File: src/rtl/modbus_tcp_holding_register_slave_assert.svh
// Assertion macros shared by the Modbus TCP holding register slave.
// Concurrent checks in simulation; empty bodies when SYNTHESIS is defined.
`ifndef MODBUS_TCP_HOLDING_REGISTER_SLAVE_ASSERT_SVH
`define MODBUS_TCP_HOLDING_REGISTER_SLAVE_ASSERT_SVH
`ifndef SYNTHESIS
// same-cycle implication
`define MBHR_ASSERT_IMPLY(label, clk, rst_n, ante, cons) \
    label: assert property (@(posedge clk) disable iff (!rst_n) (ante) |-> (cons)) \
        else $error("mbhr: same-cycle check failed");
// next-cycle implication
`define MBHR_ASSERT_NEXT(label, clk, rst_n, ante, cons) \
    label: assert property (@(posedge clk) disable iff (!rst_n) (ante) |=> (cons)) \
        else $error("mbhr: next-cycle check failed");
`else
`define MBHR_ASSERT_IMPLY(label, clk, rst_n, ante, cons)
`define MBHR_ASSERT_NEXT(label, clk, rst_n, ante, cons)
`endif
`endif

File: src/rtl/mbhr_pkg.sv
// Shared types and constants for the Modbus TCP holding register slave.
// No dependencies; imported by mbhr_ctrl, mbhr_dp and the top level.
`default_nettype none

package mbhr_pkg;

    // parameter defaults
    localparam int unsigned REGISTER_COUNT_DEF = 256;
    localparam int unsigned MAX_QUANTITY_DEF   = 16;
    localparam int unsigned FRAME_BYTES_DEF    = 64;

    // function codes
    localparam logic [7:0] FC_READ_HOLDING    = 8'd3;
    localparam logic [7:0] FC_WRITE_SINGLE    = 8'd6;
    localparam logic [7:0] FC_WRITE_MULTIPLE  = 8'd16;

    // frame sizes
    localparam int unsigned HDR_BYTES      = 13;  // bytes kept in flops; write data starts here
    localparam int unsigned MIN_FRAME      = 8;
    localparam int unsigned MIN_REQUEST    = 12;
    localparam int unsigned READ_PDU_BASE  = 3;   // length field of a read reply is 3 + 2N
    localparam logic [7:0]  WRITE_MULTI_LEN = 8'd6;

    // byte positions in the frame
    localparam logic [3:0] POS_LEN_HI     = 4'd4;
    localparam logic [3:0] POS_LEN_LO     = 4'd5;
    localparam logic [3:0] POS_UNIT       = 4'd6;
    localparam logic [3:0] POS_FUNC       = 4'd7;
    localparam logic [3:0] POS_ADDR_HI    = 4'd8;
    localparam logic [3:0] POS_ADDR_LO    = 4'd9;
    localparam logic [3:0] POS_QTY_HI     = 4'd10;
    localparam logic [3:0] POS_QTY_LO     = 4'd11;
    localparam logic [3:0] POS_BYTE_COUNT = 4'd12;
    localparam logic [3:0] POS_READ_COUNT = 4'd8;   // byte count in a read reply
    localparam logic [3:0] POS_READ_LAST  = 4'd8;   // last header byte of a read reply
    localparam logic [3:0] POS_ECHO_LAST  = 4'd11;  // last byte of a write reply

    typedef enum logic [1:0] {
        FN_READ,
        FN_WRITE_SINGLE,
        FN_WRITE_MULTIPLE
    } t_func;

    // controller -> datapath
    typedef struct packed {
        logic store_byte;
        logic len_clear;
        logic seq_reset;
        logic clr_write;
        logic wr_single;
        logic buf_rd_hi;
        logic buf_rd_lo;
        logic wr_multiple;
        logic reg_rd;
        logic load_hdr;
        logic load_hi;
        logic load_lo;
    } t_cmd;

    // datapath -> controller
    typedef struct packed {
        logic  clr_done;
        logic  resp_ok;
        t_func kind;
        logic  hdr_last;
        logic  idx_last;
        logic  out_free;
    } t_sts;

endpackage

`default_nettype wire

File: src/rtl/modbus_tcp_holding_register_slave.sv
// Top level of the Modbus TCP holding register slave: APB register, controller, datapath.
// Depends on mbhr_pkg, mbhr_ctrl, mbhr_dp and the assertion macro header.
//
//  channel   | direction | handshake             | payload
//  ----------+-----------+-----------------------+---------------------------
//  rx frame  | in        | i_valid / o_ready     | i_rx_byte, i_frame_end
//  tx reply  | out       | o_valid / i_ready     | o_tx_byte, o_last
//  config    | in        | psel, penable, pwrite | paddr, pwdata -> prdata
//
// Flow: a frame byte is taken every cycle while receiving. A frame end leads to decode.
//   Write multiple takes each register in steps: two frame buffer reads through its
//   registered port, then the register write. Replies leave one header byte per cycle
//   while the output is not stalled, then per register: memory read, high, low byte.
// Reset: synchronous, active low; afterwards a clearing pass writes zero to every
//   holding register, with o_ready low.
// Stalls: o_ready is low from frame end until the last reply byte sits in the output
//   register; a stalled output holds the sequencer. Config writes are taken any time.
`default_nettype none
`include "modbus_tcp_holding_register_slave_assert.svh"

module modbus_tcp_holding_register_slave #(
    parameter int unsigned REGISTER_COUNT = mbhr_pkg::REGISTER_COUNT_DEF,
    parameter int unsigned MAX_QUANTITY   = mbhr_pkg::MAX_QUANTITY_DEF,
    parameter int unsigned FRAME_BYTES    = mbhr_pkg::FRAME_BYTES_DEF
) (
    input  logic        i_clk,
    input  logic        i_rst_n,
    // APB config port
    input  logic        psel,
    input  logic        penable,
    input  logic        pwrite,
    input  logic [2:0]  paddr,
    input  logic [31:0] pwdata,
    output logic [31:0] prdata,
    output logic        pready,
    // frame bytes in
    input  logic        i_valid,
    output logic        o_ready,
    input  logic [7:0]  i_rx_byte,
    input  logic        i_frame_end,
    // reply bytes out
    output logic        o_valid,
    input  logic        i_ready,
    output logic [7:0]  o_tx_byte,
    output logic        o_last
);
    import mbhr_pkg::*;

    // register map: paddr[2] selects the register, low bits are byte lanes
    localparam logic REG_DEVICE_ID = 1'b0;

    logic [7:0] r_device_id;
    logic       w_cfg_wr;
    t_cmd       w_cmd;
    t_sts       w_sts;

    // ------------------------------------------------------------------
    // configuration: unit id this slave answers to, reset to 1
    // ------------------------------------------------------------------
    assign pready   = 1'b1;
    assign w_cfg_wr = psel && penable && pwrite;

    always_ff @(posedge i_clk) begin
        if (!i_rst_n) begin
            r_device_id <= 8'd1;
        end else if (w_cfg_wr && (paddr[2] == REG_DEVICE_ID)) begin
            r_device_id <= pwdata[7:0];
        end
    end

    assign prdata = (paddr[2] == REG_DEVICE_ID) ? {24'd0, r_device_id} : 32'd0;

    // ------------------------------------------------------------------
    // controller: sequences the clear pass, receive, decode, write loop and reply
    // ------------------------------------------------------------------
    mbhr_ctrl u_ctrl (
        .i_clk       (i_clk),
        .i_rst_n     (i_rst_n),
        .i_valid     (i_valid),
        .i_frame_end (i_frame_end),
        .o_ready     (o_ready),
        .i_sts       (w_sts),
        .o_cmd       (w_cmd)
    );

    // ------------------------------------------------------------------
    // datapath: frame storage, request checks, register file, output reg
    // ------------------------------------------------------------------
    mbhr_dp #(
        .REGISTER_COUNT (REGISTER_COUNT),
        .MAX_QUANTITY   (MAX_QUANTITY),
        .FRAME_BYTES    (FRAME_BYTES)
    ) u_dp (
        .i_clk       (i_clk),
        .i_rst_n     (i_rst_n),
        .i_device_id (r_device_id),
        .i_rx_byte   (i_rx_byte),
        .i_cmd       (w_cmd),
        .o_sts       (w_sts),
        .i_ready     (i_ready),
        .o_valid     (o_valid),
        .o_tx_byte   (o_tx_byte),
        .o_last      (o_last)
    );

    // ------------------------------------------------------------------
    // checks
    // ------------------------------------------------------------------
    // a reply byte that is not the last means the reply is still going out
    `MBHR_ASSERT_IMPLY(a_no_rx_mid_reply, i_clk, i_rst_n, o_valid && !o_last, !o_ready)
    // the frame end transfer always leads to the decode state
    `MBHR_ASSERT_NEXT(a_decode_after_end, i_clk, i_rst_n,
        i_valid && o_ready && i_frame_end, !o_ready)
    // only one writer of the register memory at a time
    `MBHR_ASSERT_IMPLY(a_one_reg_writer, i_clk, i_rst_n, 1'b1,
        $onehot0({w_cmd.clr_write, w_cmd.wr_single, w_cmd.wr_multiple}))

endmodule

`default_nettype wire

File: src/rtl/mbhr_dp.sv
// Datapath: frame buffer, header flops, holding register memory, output register.
// Depends on mbhr_pkg; driven by mbhr_ctrl.
`default_nettype none

module mbhr_dp #(
    parameter int unsigned REGISTER_COUNT = mbhr_pkg::REGISTER_COUNT_DEF,
    parameter int unsigned MAX_QUANTITY   = mbhr_pkg::MAX_QUANTITY_DEF,
    parameter int unsigned FRAME_BYTES    = mbhr_pkg::FRAME_BYTES_DEF
) (
    input  logic           i_clk,
    input  logic           i_rst_n,
    input  logic [7:0]     i_device_id,
    input  logic [7:0]     i_rx_byte,
    input  mbhr_pkg::t_cmd i_cmd,
    output mbhr_pkg::t_sts o_sts,
    input  logic           i_ready,
    output logic           o_valid,
    output logic [7:0]     o_tx_byte,
    output logic           o_last
);
    import mbhr_pkg::*;

    localparam int unsigned AW = $clog2(REGISTER_COUNT);
    localparam int unsigned BW = $clog2(FRAME_BYTES);
    localparam int unsigned CW = $clog2(FRAME_BYTES + 1);
    localparam int unsigned QW = $clog2(MAX_QUANTITY + 1);
    localparam logic [CW-1:0] LEN_FULL  = CW'(FRAME_BYTES);
    localparam logic [16:0]   REG_LIMIT = 17'(REGISTER_COUNT);
    localparam logic [AW-1:0] CLR_LAST  = AW'(REGISTER_COUNT - 1);
    localparam logic [15:0]   QTY_MAX   = 16'(MAX_QUANTITY);

    logic [7:0]    r_frame [FRAME_BYTES];
    logic [7:0]    r_buf_q;
    logic [15:0]   r_regs [REGISTER_COUNT];
    logic [15:0]   r_reg_q;
    logic [7:0]    r_hdr [HDR_BYTES];
    logic [7:0]    r_hi;
    logic [CW-1:0] r_len;
    logic [AW-1:0] r_clr_idx;
    logic [QW-1:0] r_idx;
    logic [3:0]    r_k;
    logic          r_out_valid;
    logic [7:0]    r_tx_byte;
    logic          r_last;

    logic [15:0]   w_addr;
    logic [15:0]   w_qty;
    logic [QW-1:0] w_qty_n;
    logic [AW-1:0] w_reg_addr;
    logic [BW-1:0] w_pair_base;
    logic [BW-1:0] w_buf_addr;
    logic [16:0]   w_span;
    logic [17:0]   w_need;
    logic [15:0]   w_resp_len;
    logic          w_is_read, w_is_single, w_is_multi;
    logic          w_ok_common, w_ok_single, w_ok_block, w_ok_multi;
    t_func         w_kind;
    logic [7:0]    w_hdr_byte;
    logic          w_hdr_last;
    logic          w_idx_last;
    logic          w_reg_we;
    logic [AW-1:0] w_reg_wa;
    logic [15:0]   w_reg_wd;

    assign w_addr      = {r_hdr[POS_ADDR_HI], r_hdr[POS_ADDR_LO]};
    assign w_qty       = {r_hdr[POS_QTY_HI], r_hdr[POS_QTY_LO]};
    assign w_qty_n     = w_qty[QW-1:0];
    assign w_reg_addr  = w_addr[AW-1:0] + AW'(r_idx);
    assign w_pair_base = BW'(HDR_BYTES) + BW'({r_idx, 1'b0});
    assign w_buf_addr  = i_cmd.buf_rd_lo ? w_pair_base + BW'(1) : w_pair_base;

    // request checks
    assign w_is_read   = r_hdr[POS_FUNC] == FC_READ_HOLDING;
    assign w_is_single = r_hdr[POS_FUNC] == FC_WRITE_SINGLE;
    assign w_is_multi  = r_hdr[POS_FUNC] == FC_WRITE_MULTIPLE;
    assign w_span      = {1'b0, w_addr} + {1'b0, w_qty};
    assign w_need      = 18'(HDR_BYTES) + 18'({w_qty, 1'b0});
    assign w_resp_len  = 16'(READ_PDU_BASE) + {w_qty[14:0], 1'b0};

    assign w_ok_common = (r_len >= CW'(MIN_FRAME)) && (r_hdr[POS_UNIT] == i_device_id)
                         && (w_is_read || w_is_single || w_is_multi)
                         && (r_len >= CW'(MIN_REQUEST));
    assign w_ok_single = {1'b0, w_addr} < REG_LIMIT;
    assign w_ok_block  = (w_qty != 16'd0) && (w_qty <= QTY_MAX) && (w_span <= REG_LIMIT);
    assign w_ok_multi  = (18'(r_len) >= w_need)
                         && (r_hdr[POS_BYTE_COUNT] == {w_qty[6:0], 1'b0});

    always_comb begin
        if (w_is_single) begin
            w_kind = FN_WRITE_SINGLE;
        end else if (w_is_multi) begin
            w_kind = FN_WRITE_MULTIPLE;
        end else begin
            w_kind = FN_READ;
        end
    end

    // reply header bytes: echo with a few substituted fields
    always_comb begin
        w_hdr_byte = r_hdr[r_k];
        case (w_kind)
            FN_READ: begin
                if (r_k == POS_LEN_HI) begin
                    w_hdr_byte = w_resp_len[15:8];
                end else if (r_k == POS_LEN_LO) begin
                    w_hdr_byte = w_resp_len[7:0];
                end else if (r_k == POS_READ_COUNT) begin
                    w_hdr_byte = {w_qty[6:0], 1'b0};
                end
            end
            FN_WRITE_MULTIPLE: begin
                if (r_k == POS_LEN_HI) begin
                    w_hdr_byte = 8'd0;
                end else if (r_k == POS_LEN_LO) begin
                    w_hdr_byte = WRITE_MULTI_LEN;
                end
            end
            default: ;
        endcase
    end

    assign w_hdr_last = (w_kind == FN_READ) ? (r_k == POS_READ_LAST) : (r_k == POS_ECHO_LAST);
    assign w_idx_last = r_idx == (w_qty_n - QW'(1));

    always_comb begin
        w_reg_we = 1'b1;
        w_reg_wa = w_reg_addr;
        w_reg_wd = {r_hi, r_buf_q};
        if (i_cmd.clr_write) begin
            w_reg_wa = r_clr_idx;
            w_reg_wd = '0;
        end else if (i_cmd.wr_single) begin
            w_reg_wa = w_addr[AW-1:0];
            w_reg_wd = w_qty;
        end else if (!i_cmd.wr_multiple) begin
            w_reg_we = 1'b0;
        end
    end

    always_comb begin
        o_sts.clr_done = r_clr_idx == CLR_LAST;
        o_sts.resp_ok  = w_ok_common && (w_is_single ? w_ok_single
                                        : (w_ok_block && (w_is_read || w_ok_multi)));
        o_sts.kind     = w_kind;
        o_sts.hdr_last = w_hdr_last;
        o_sts.idx_last = w_idx_last;
        o_sts.out_free = !r_out_valid || i_ready;
    end

    // memories and payload
    always_ff @(posedge i_clk) begin
        if (i_cmd.store_byte && (r_len < LEN_FULL)) begin
            r_frame[r_len[BW-1:0]] <= i_rx_byte;
        end
        if (i_cmd.buf_rd_hi || i_cmd.buf_rd_lo) begin
            r_buf_q <= r_frame[w_buf_addr];
        end
    end

    always_ff @(posedge i_clk) begin
        if (w_reg_we) begin
            r_regs[w_reg_wa] <= w_reg_wd;
        end
        if (i_cmd.reg_rd) begin
            r_reg_q <= r_regs[w_reg_addr];
        end
    end

    always_ff @(posedge i_clk) begin
        if (i_cmd.store_byte && (r_len < CW'(HDR_BYTES))) begin
            r_hdr[r_len[3:0]] <= i_rx_byte;
        end
        if (i_cmd.buf_rd_lo) begin
            r_hi <= r_buf_q;
        end
        if (i_cmd.load_hdr) begin
            r_tx_byte <= w_hdr_byte;
            r_last    <= w_hdr_last && (w_kind != FN_READ);
        end else if (i_cmd.load_hi) begin
            r_tx_byte <= r_reg_q[15:8];
            r_last    <= 1'b0;
        end else if (i_cmd.load_lo) begin
            r_tx_byte <= r_reg_q[7:0];
            r_last    <= w_idx_last;
        end
    end

    // control state
    always_ff @(posedge i_clk) begin
        if (!i_rst_n) begin
            r_len       <= '0;
            r_clr_idx   <= '0;
            r_idx       <= '0;
            r_k         <= '0;
            r_out_valid <= 1'b0;
        end else begin
            if (i_cmd.len_clear) begin
                r_len <= '0;
            end else if (i_cmd.store_byte && (r_len < LEN_FULL)) begin
                r_len <= r_len + CW'(1);
            end
            if (i_cmd.clr_write && (r_clr_idx != CLR_LAST)) begin
                r_clr_idx <= r_clr_idx + AW'(1);
            end
            if (i_cmd.seq_reset) begin
                r_idx <= '0;
                r_k   <= '0;
            end else begin
                if (i_cmd.load_hdr) begin
                    r_k <= r_k + 4'd1;
                end
                if (i_cmd.wr_multiple || i_cmd.load_lo) begin
                    r_idx <= r_idx + QW'(1);
                end
            end
            if (i_cmd.load_hdr || i_cmd.load_hi || i_cmd.load_lo) begin
                r_out_valid <= 1'b1;
            end else if (i_ready) begin
                r_out_valid <= 1'b0;
            end
        end
    end

    assign o_valid   = r_out_valid;
    assign o_tx_byte = r_tx_byte;
    assign o_last    = r_last;

endmodule

`default_nettype wire

File: src/rtl/mbhr_ctrl.sv
// Controller FSM: clear pass, receive, decode, register write loop, reply emission.
// Depends on mbhr_pkg; drives mbhr_dp through t_cmd, watches t_sts.
`default_nettype none

module mbhr_ctrl (
    input  logic           i_clk,
    input  logic           i_rst_n,
    input  logic           i_valid,
    input  logic           i_frame_end,
    output logic           o_ready,
    input  mbhr_pkg::t_sts i_sts,
    output mbhr_pkg::t_cmd o_cmd
);
    import mbhr_pkg::*;

    typedef enum logic [3:0] {
        S_CLEAR,
        S_RECV,
        S_DECODE,
        S_WR_HI,
        S_WR_LO,
        S_WR_COMMIT,
        S_HDR,
        S_RD_ISSUE,
        S_DATA_HI,
        S_DATA_LO
    } t_state;

    t_state r_state, n_state;

    always_comb begin
        n_state = r_state;
        o_cmd   = '0;
        unique case (r_state)
            S_CLEAR: begin
                o_cmd.clr_write = 1'b1;
                if (i_sts.clr_done) begin
                    n_state = S_RECV;
                end
            end
            S_RECV: begin
                o_cmd.store_byte = i_valid;
                if (i_valid && i_frame_end) begin
                    n_state = S_DECODE;
                end
            end
            S_DECODE: begin
                o_cmd.len_clear = 1'b1;
                o_cmd.seq_reset = 1'b1;
                if (!i_sts.resp_ok) begin
                    n_state = S_RECV;
                end else begin
                    unique case (i_sts.kind)
                        FN_WRITE_SINGLE: begin
                            o_cmd.wr_single = 1'b1;
                            n_state = S_HDR;
                        end
                        FN_WRITE_MULTIPLE: n_state = S_WR_HI;
                        default:           n_state = S_HDR;
                    endcase
                end
            end
            S_WR_HI: begin
                o_cmd.buf_rd_hi = 1'b1;
                n_state = S_WR_LO;
            end
            S_WR_LO: begin
                o_cmd.buf_rd_lo = 1'b1;
                n_state = S_WR_COMMIT;
            end
            S_WR_COMMIT: begin
                o_cmd.wr_multiple = 1'b1;
                n_state = i_sts.idx_last ? S_HDR : S_WR_HI;
            end
            S_HDR: begin
                if (i_sts.out_free) begin
                    o_cmd.load_hdr = 1'b1;
                    if (i_sts.hdr_last) begin
                        n_state = (i_sts.kind == FN_READ) ? S_RD_ISSUE : S_RECV;
                    end
                end
            end
            S_RD_ISSUE: begin
                o_cmd.reg_rd = 1'b1;
                n_state = S_DATA_HI;
            end
            S_DATA_HI: begin
                if (i_sts.out_free) begin
                    o_cmd.load_hi = 1'b1;
                    n_state = S_DATA_LO;
                end
            end
            S_DATA_LO: begin
                if (i_sts.out_free) begin
                    o_cmd.load_lo = 1'b1;
                    n_state = i_sts.idx_last ? S_RECV : S_RD_ISSUE;
                end
            end
            default: n_state = S_RECV;
        endcase
    end

    always_ff @(posedge i_clk) begin
        if (!i_rst_n) begin
            r_state <= S_CLEAR;
        end else begin
            r_state <= n_state;
        end
    end

    assign o_ready = r_state == S_RECV;

endmodule

`default_nettype wire
File: config.mk
export PLATFORM = sky130hd
export DESIGN_NAME = modbus_tcp_holding_register_slave
export DESIGN_NICKNAME = d
export VERILOG_FILES = /design/src/rtl/mbhr_pkg.sv /design/src/rtl/modbus_tcp_holding_register_slave.sv /design/src/rtl/mbhr_dp.sv /design/src/rtl/mbhr_ctrl.sv
export VERILOG_INCLUDE_DIRS = /design/src /design/src/rtl
export SDC_FILE = /design/constraint.sdc
export NUM_CORES = 2
export LEC_CHECK = 0
export BUFFER_PORTS_ARGS = -buffer_cell sky130_fd_sc_hd__buf_2
export CELL_PAD_IN_SITES_DETAIL_PLACEMENT = 1
export CELL_PAD_IN_SITES_GLOBAL_PLACEMENT = 2
export CORE_UTILIZATION = 40
export DETAILED_ROUTE_END_ITERATION = 7
export PLACE_DENSITY_LB_ADDON = 0.1
export SETUP_SLACK_MARGIN = 0.5
export SLEW_MARGIN = 0
export SYNTH_ARGS = -nofsm -noshare
export SYNTH_HDL_FRONTEND = slang
export SYNTH_MEMORY_MAX_BITS = 65536
export SYNTH_SLANG_ARGS = --single-unit
File: constraint.sdc
create_clock -name i_clk -period 11.1 [get_ports i_clk]
set_clock_uncertainty 0.1 [all_clocks]
set_input_delay 1.665 -clock i_clk [delete_from_list [all_inputs] [get_ports i_clk]]
set_output_delay 1.665 -clock i_clk [all_outputs]
set_load 0.005 [all_outputs]
==> load_flow_metrics.sql <==
INSERT INTO impl_metrics (metric_group, metric, value, unit) VALUES
('detailed_routing', 'wl_per_cell', '34.0', 'um'),
('logic_synthesis', 'netlist_area', '0.188', 'mm^2'),
('sta', 'timing.setup.tns', '0', 'ns'),
('worst_setup_path', 'worst-endpoint-required', '11.71', 'ns'),
('sta', 'fmax', '149', 'MHz'),
('detailed_routing', 'route.detailed.vias_per_inst', '5.74', ''),
('grt', 'antenna_found_initial', '32', ''),
('sta', 'setup_violators_final', '0', ''),
('layout', 'most_common_cell_after_layout_fill_and_taps_aside', 'sky130_fd_sc_hd__edfxtp_1', ''),
('sta', 'finalMaxSlewViolations', '129', ''),
('layout', 'final_core_util', '0.460', ''),
('sta', 'tightestPinTransition', '1.81', 'ns'),
('logic_synthesis', 'synthDistinctLibCells', '77', ''),
('place', 'dp.final_hpwl', '298', 'mm'),
('floorplanning', 'floorplan.die_area', '0.473', 'mm^2'),
('logic_synthesis', 'synth_seq_cells', '4818', ''),
('clock_network', 'cts.hold.buffers_added', '0', ''),
('sta', 'rsz0062_at_grt', 'no', ''),
('clock_network', 'cts_buffers', '541', ''),
('detailed_routing', 'routed_wirelength', '517', 'mm'),
('layout', 'syn2layout_area_growth', '14.3', '%'),
('grt', 'first_pass_grt_wire_length', '725', 'mm'),
('worst_hold_path', 'hp-class', 'flop to flop', ''),
('logic_synthesis', 'fraction_of_registers_with_async_set_or_reset_after_synthesis', '0', ''),
('logic_synthesis', 'ys.flop_type', 'sky130_fd_sc_hd__edfxtp_1', ''),
('place', 'gp_routability_congestion', '0.771', ''),
('grt', 'groute.usage.overall', '0.218', ''),
('sta', 'timing.final.crit_share', '0.604', ''),
('floorplanning', 'die_width', '688', 'um'),
('clock_network', 'clock_tree.htree_level_count', '6', ''),
('power_and_ir_drop', 'pwr_density_cell', '172', 'mW/mm^2'),
('layout', 'most_used_cells_in_the_layout_excluding_fill_and_tap_cells', '4777 x sky130_fd_sc_hd__edfxtp_1, 1523 x sky130_fd_sc_hd__mux4_2, 565 x sky130_fd_sc_hd__clkbuf_16, 373 x sky130_fd_sc_hd__buf_4, 323 x sky130_fd_sc_hd__nor2_1', ''),
('outcome', 'status', 'complete, but fails checks', ''),
('floorplanning', 'design.portCount', '95', ''),
('detailed_routing', 'firstDrtPassIters', '5', ''),
('grt', 'via_count_of_the_first_global_routing_pass', '92287', ''),
('worst_setup_path', 'worst_setup_path_start_kind', 'flop', ''),
('worst_setup_path', 'path_max_fanout', '19', ''),
('place', 'postPlaceCellArea', '0.198', 'mm^2'),
('layout', 'final_nets', '8692', ''),
('clock_network', 'clock_sink_count', '4818', ''),
('detailed_routing', 'route.antenna.remaining_nets', '0', ''),
('sta', 'final_period_minus_worst_setup_slack', '6.71', 'ns'),
('detailed_routing', 'topRoutingLayerUsed', 'met5', ''),
('clock_network', 'post_cts.resized_instances', '0', ''),
('grt', 'gr-total-overflow', '0', ''),
('grt', 'grt_max_degree', '197', ''),
('detailed_routing', 'dr_wl_met3', '26.8', 'mm'),
('floorplanning', 'core.rowCount', '251', ''),
('clock_network', 'clk_root_buffer_cell', 'sky130_fd_sc_hd__clkbuf_16', ''),
('power_and_ir_drop', 'post-layout-total-power', '37.0', 'mW'),
('logic_synthesis', 'edff_count_synth', '4777', ''),
('clock_network', 'cts_max_path_buffers', '4', ''),
('worst_setup_path', 'cp.arrival', '7.32', 'ns'),
('detailed_routing', 'drc', '0', ''),
('outcome', 'violations_in_the_final_reports', 'capacitance limit, slew limit', ''),
('power_and_ir_drop', 'power.ir.vdd_worst', '0.162', 'mV'),
('floorplanning', 'initial_core_util', '0.402', ''),
('logic_synthesis', 'syn_area_per_cell', '23.4', 'um^2'),
('worst_setup_path', 'criticalPathCategory', 'flop to flop', ''),
('logic_synthesis', 'synthCells', '8044', ''),
('detailed_routing', 'vias', '87376', ''),
('run', 'max_cap_violations', '1', ''),
('logic_synthesis', 'seq_area_frac_synth', '0.767', ''),
('clock_network', 'cts_tree', 'done', ''),
('place', 'port_buffers', '43', ''),
('floorplanning', 'fp.dieH', '688', 'um'),
('clock_network', 'clkTransAtPathRegs', '0.06', 'ns'),
('worst_setup_path', 'worst_setup_path_end_kind', 'flop', ''),
('power_and_ir_drop', 'p_leak', '55.7', 'nW'),
('clock_network', 'clk_latency', '1.05', 'ns'),
('layout', 'fin_area', '0.215', 'mm^2'),
('floorplanning', 'core_area', '0.468', 'mm^2'),
('logic_synthesis', 'yosysWarnings', '0', ''),
('sta', 'timing_hold_violations_final', '0', ''),
('detailed_routing', 'route.layer.met1.wl', '229', 'mm'),
('sta', 'maxSlewHeadroom', '-0.207', ''),
('detailed_routing', 'met2_length', '251', 'mm'),
('layout', 'proportion_of_layout_cells_with_a_drive_suffix_above_1', '0.313', ''),
('detailed_routing', 'drt_iter0_markers', '8488', ''),
('clock_network', 'post_cts_buffers', '0', '');
-- metal layers --
metal | track usage | vias to the layer above
met2 | 0.355 | 2408
li1 | - | 35567
met3 | 0.0275 | 619
met5 | 0 | -
met4 | 0.0437 | 2
met1 | 0.318 | 48780
-- power breakdown --
| group | total (mW) | switching, mW | internal (mW) | leakage [nW] |
|---|---|---|---|---|
| clock network | 17.1 | 7.12 | 10.0 | 8.16 |
| registers | 19.8 | 0.00655 | 19.8 | 35.0 |
| logic | 0.164 | 0.137 | 0.0270 | 12.6 |
-- worst paths after layout --
kind | cells past startpoint | slack [ns] | start | endpoint
hold / removal | 0 | 0.36 | u_dp.r_buf_q[4] | u_dp.r_hi[4]
hold reg to reg | 0 | 0.36 | u_dp.r_buf_q[4] | u_dp.r_hi[4]
setup reg to reg | 9 | 4.39 | u_dp.r_hdr[6][6] | u_dp.r_regs[224][4]
setup / recovery | 9 | 4.39 | u_dp.r_hdr[6][6] | u_dp.r_regs[224][4]
-- Yosys cell counts (3+ instances only) --
cell type / count / share of area
sky130_fd_sc_hd__and3_1: 13 / 0.00043
sky130_fd_sc_hd__nand3_1: 35 / 0.00093
sky130_fd_sc_hd__or2_2: 3 / 0.00010
sky130_fd_sc_hd__nand3b_1: 11 / 0.00044
sky130_fd_sc_hd__or3_1: 12 / 0.00040
sky130_fd_sc_hd__a211oi_1: 11 / 0.00044
sky130_fd_sc_hd__clkbuf_1: 311 / 0.0062
sky130_fd_sc_hd__a311oi_1: 3 / 0.00014
sky130_fd_sc_hd__buf_4: 25 / 0.0010
sky130_fd_sc_hd__nor3_1: 54 / 0.0014
sky130_fd_sc_hd__o21ai_0: 39 / 0.0010
sky130_fd_sc_hd__mux4_2: 1523 / 0.18
sky130_fd_sc_hd__nand4b_1: 6 / 0.00028
sky130_fd_sc_hd__a41oi_1: 3 / 0.00014
sky130_fd_sc_hd__nor3b_1: 5 / 0.00020
sky130_fd_sc_hd__buf_1: 76 / 0.0015
sky130_fd_sc_hd__o2111ai_1: 7 / 0.00033
sky130_fd_sc_hd__xor2_1: 32 / 0.0015
sky130_fd_sc_hd__o21ai_1: 3 / 0.000080
sky130_fd_sc_hd__a31o_2: 5 / 0.00023
sky130_fd_sc_hd__xnor2_1: 38 / 0.0018
sky130_fd_sc_hd__buf_2: 51 / 0.0014
sky130_fd_sc_hd__mux2i_1: 149 / 0.0079
sky130_fd_sc_hd__ha_1: 45 / 0.0030
sky130_fd_sc_hd__a21oi_1: 70 / 0.0019
sky130_fd_sc_hd__nor4_1: 21 / 0.00070
sky130_fd_sc_hd__nand2_1: 128 / 0.0026
sky130_fd_sc_hd__o22ai_1: 7 / 0.00023
sky130_fd_sc_hd__edfxtp_1: 4777 / 0.76
sky130_fd_sc_hd__nor2_1: 365 / 0.0073
sky130_fd_sc_hd__nand2b_1: 8 / 0.00027
sky130_fd_sc_hd__dfxtp_1: 41 / 0.0044
sky130_fd_sc_hd__inv_1: 31 / 0.00062
sky130_fd_sc_hd__and2_1: 7 / 0.00023
sky130_fd_sc_hd__nor2b_1: 16 / 0.00053
sky130_fd_sc_hd__a31oi_1: 13 / 0.00043
sky130_fd_sc_hd__a21o_1: 15 / 0.00060
sky130_fd_sc_hd__nand4_1: 25 / 0.00083
sky130_fd_sc_hd__o21a_1: 6 / 0.00024
-- flip-flops by register name, summed over array words and instances (netlist names), 5 cells and up, named ones only --
| register | count |
|---|---|
| u_dp.r_regs | 4096 |
| u_dp.r_frame | 512 |
| u_dp.r_hdr | 128 |
| u_dp.r_reg_q | 16 |
| r_device_id | 8 |
| u_dp.o_tx_byte | 8 |
| u_dp.r_buf_q | 8 |
| u_dp.r_clr_idx | 8 |
| u_dp.r_hi | 8 |
| u_dp.r_len | 7 |
| u_dp.r_idx | 5 |
-- metrics by stage --
stage               setup WS [ns]  std cells  hold slack [ns]
floorplan                   0.521       8067            0.326
global placement             4.59      14248            0.344
detailed placement           4.57      14248            0.351
CTS                          4.52      15197            0.366
global route                 4.33      15199            0.383
finish                       4.39      15212            0.364
-- critical path, cell delays in order (launching register included) --
cell	delay, ns
sky130_fd_sc_hd__edfxtp_1	0.46
sky130_fd_sc_hd__xor2_1	0.17
sky130_fd_sc_hd__nor4_1	0.89
sky130_fd_sc_hd__o211ai_2	0.45
sky130_fd_sc_hd__nor2_4	0.70
sky130_fd_sc_hd__o21ai_2	0.16
sky130_fd_sc_hd__a311oi_2	0.72
sky130_fd_sc_hd__nand3_1	0.99
sky130_fd_sc_hd__nor2_1	1.32
sky130_fd_sc_hd__buf_4	0.38
-- cell families after synthesis --
group                      after synthesis  synth area share
xor gates and xnor gates                71           0.00338
buffers and inverters                  495            0.0107
AOI/OAI and AO/OA                      213           0.00734
muxes                                 1673             0.190
DFF                                   4818             0.767
adders and majority gates               47           0.00321
other                                    2         0.0000399
and+or+nand+nor                        725            0.0175
-- area by class of cell --
| cell class | instances | area (um^2) |
|---|---|---|
| Multi-Input combinational cell | 2754 | 42400 |
| Fill cell | 41384 | 253000 |
| Inverter | 32 | 120 |
| Clock inverter | 234 | 1980 |
| Tap cell | 6198 | 7750 |
| Antenna cell | 14 | 35.0 |
| Sequential cell | 4818 | 144000 |
| Clock buffer | 715 | 14700 |
| Timing Repair Buffer | 447 | 3620 |
Note: power is estimated with default switching activity, not from simulation.
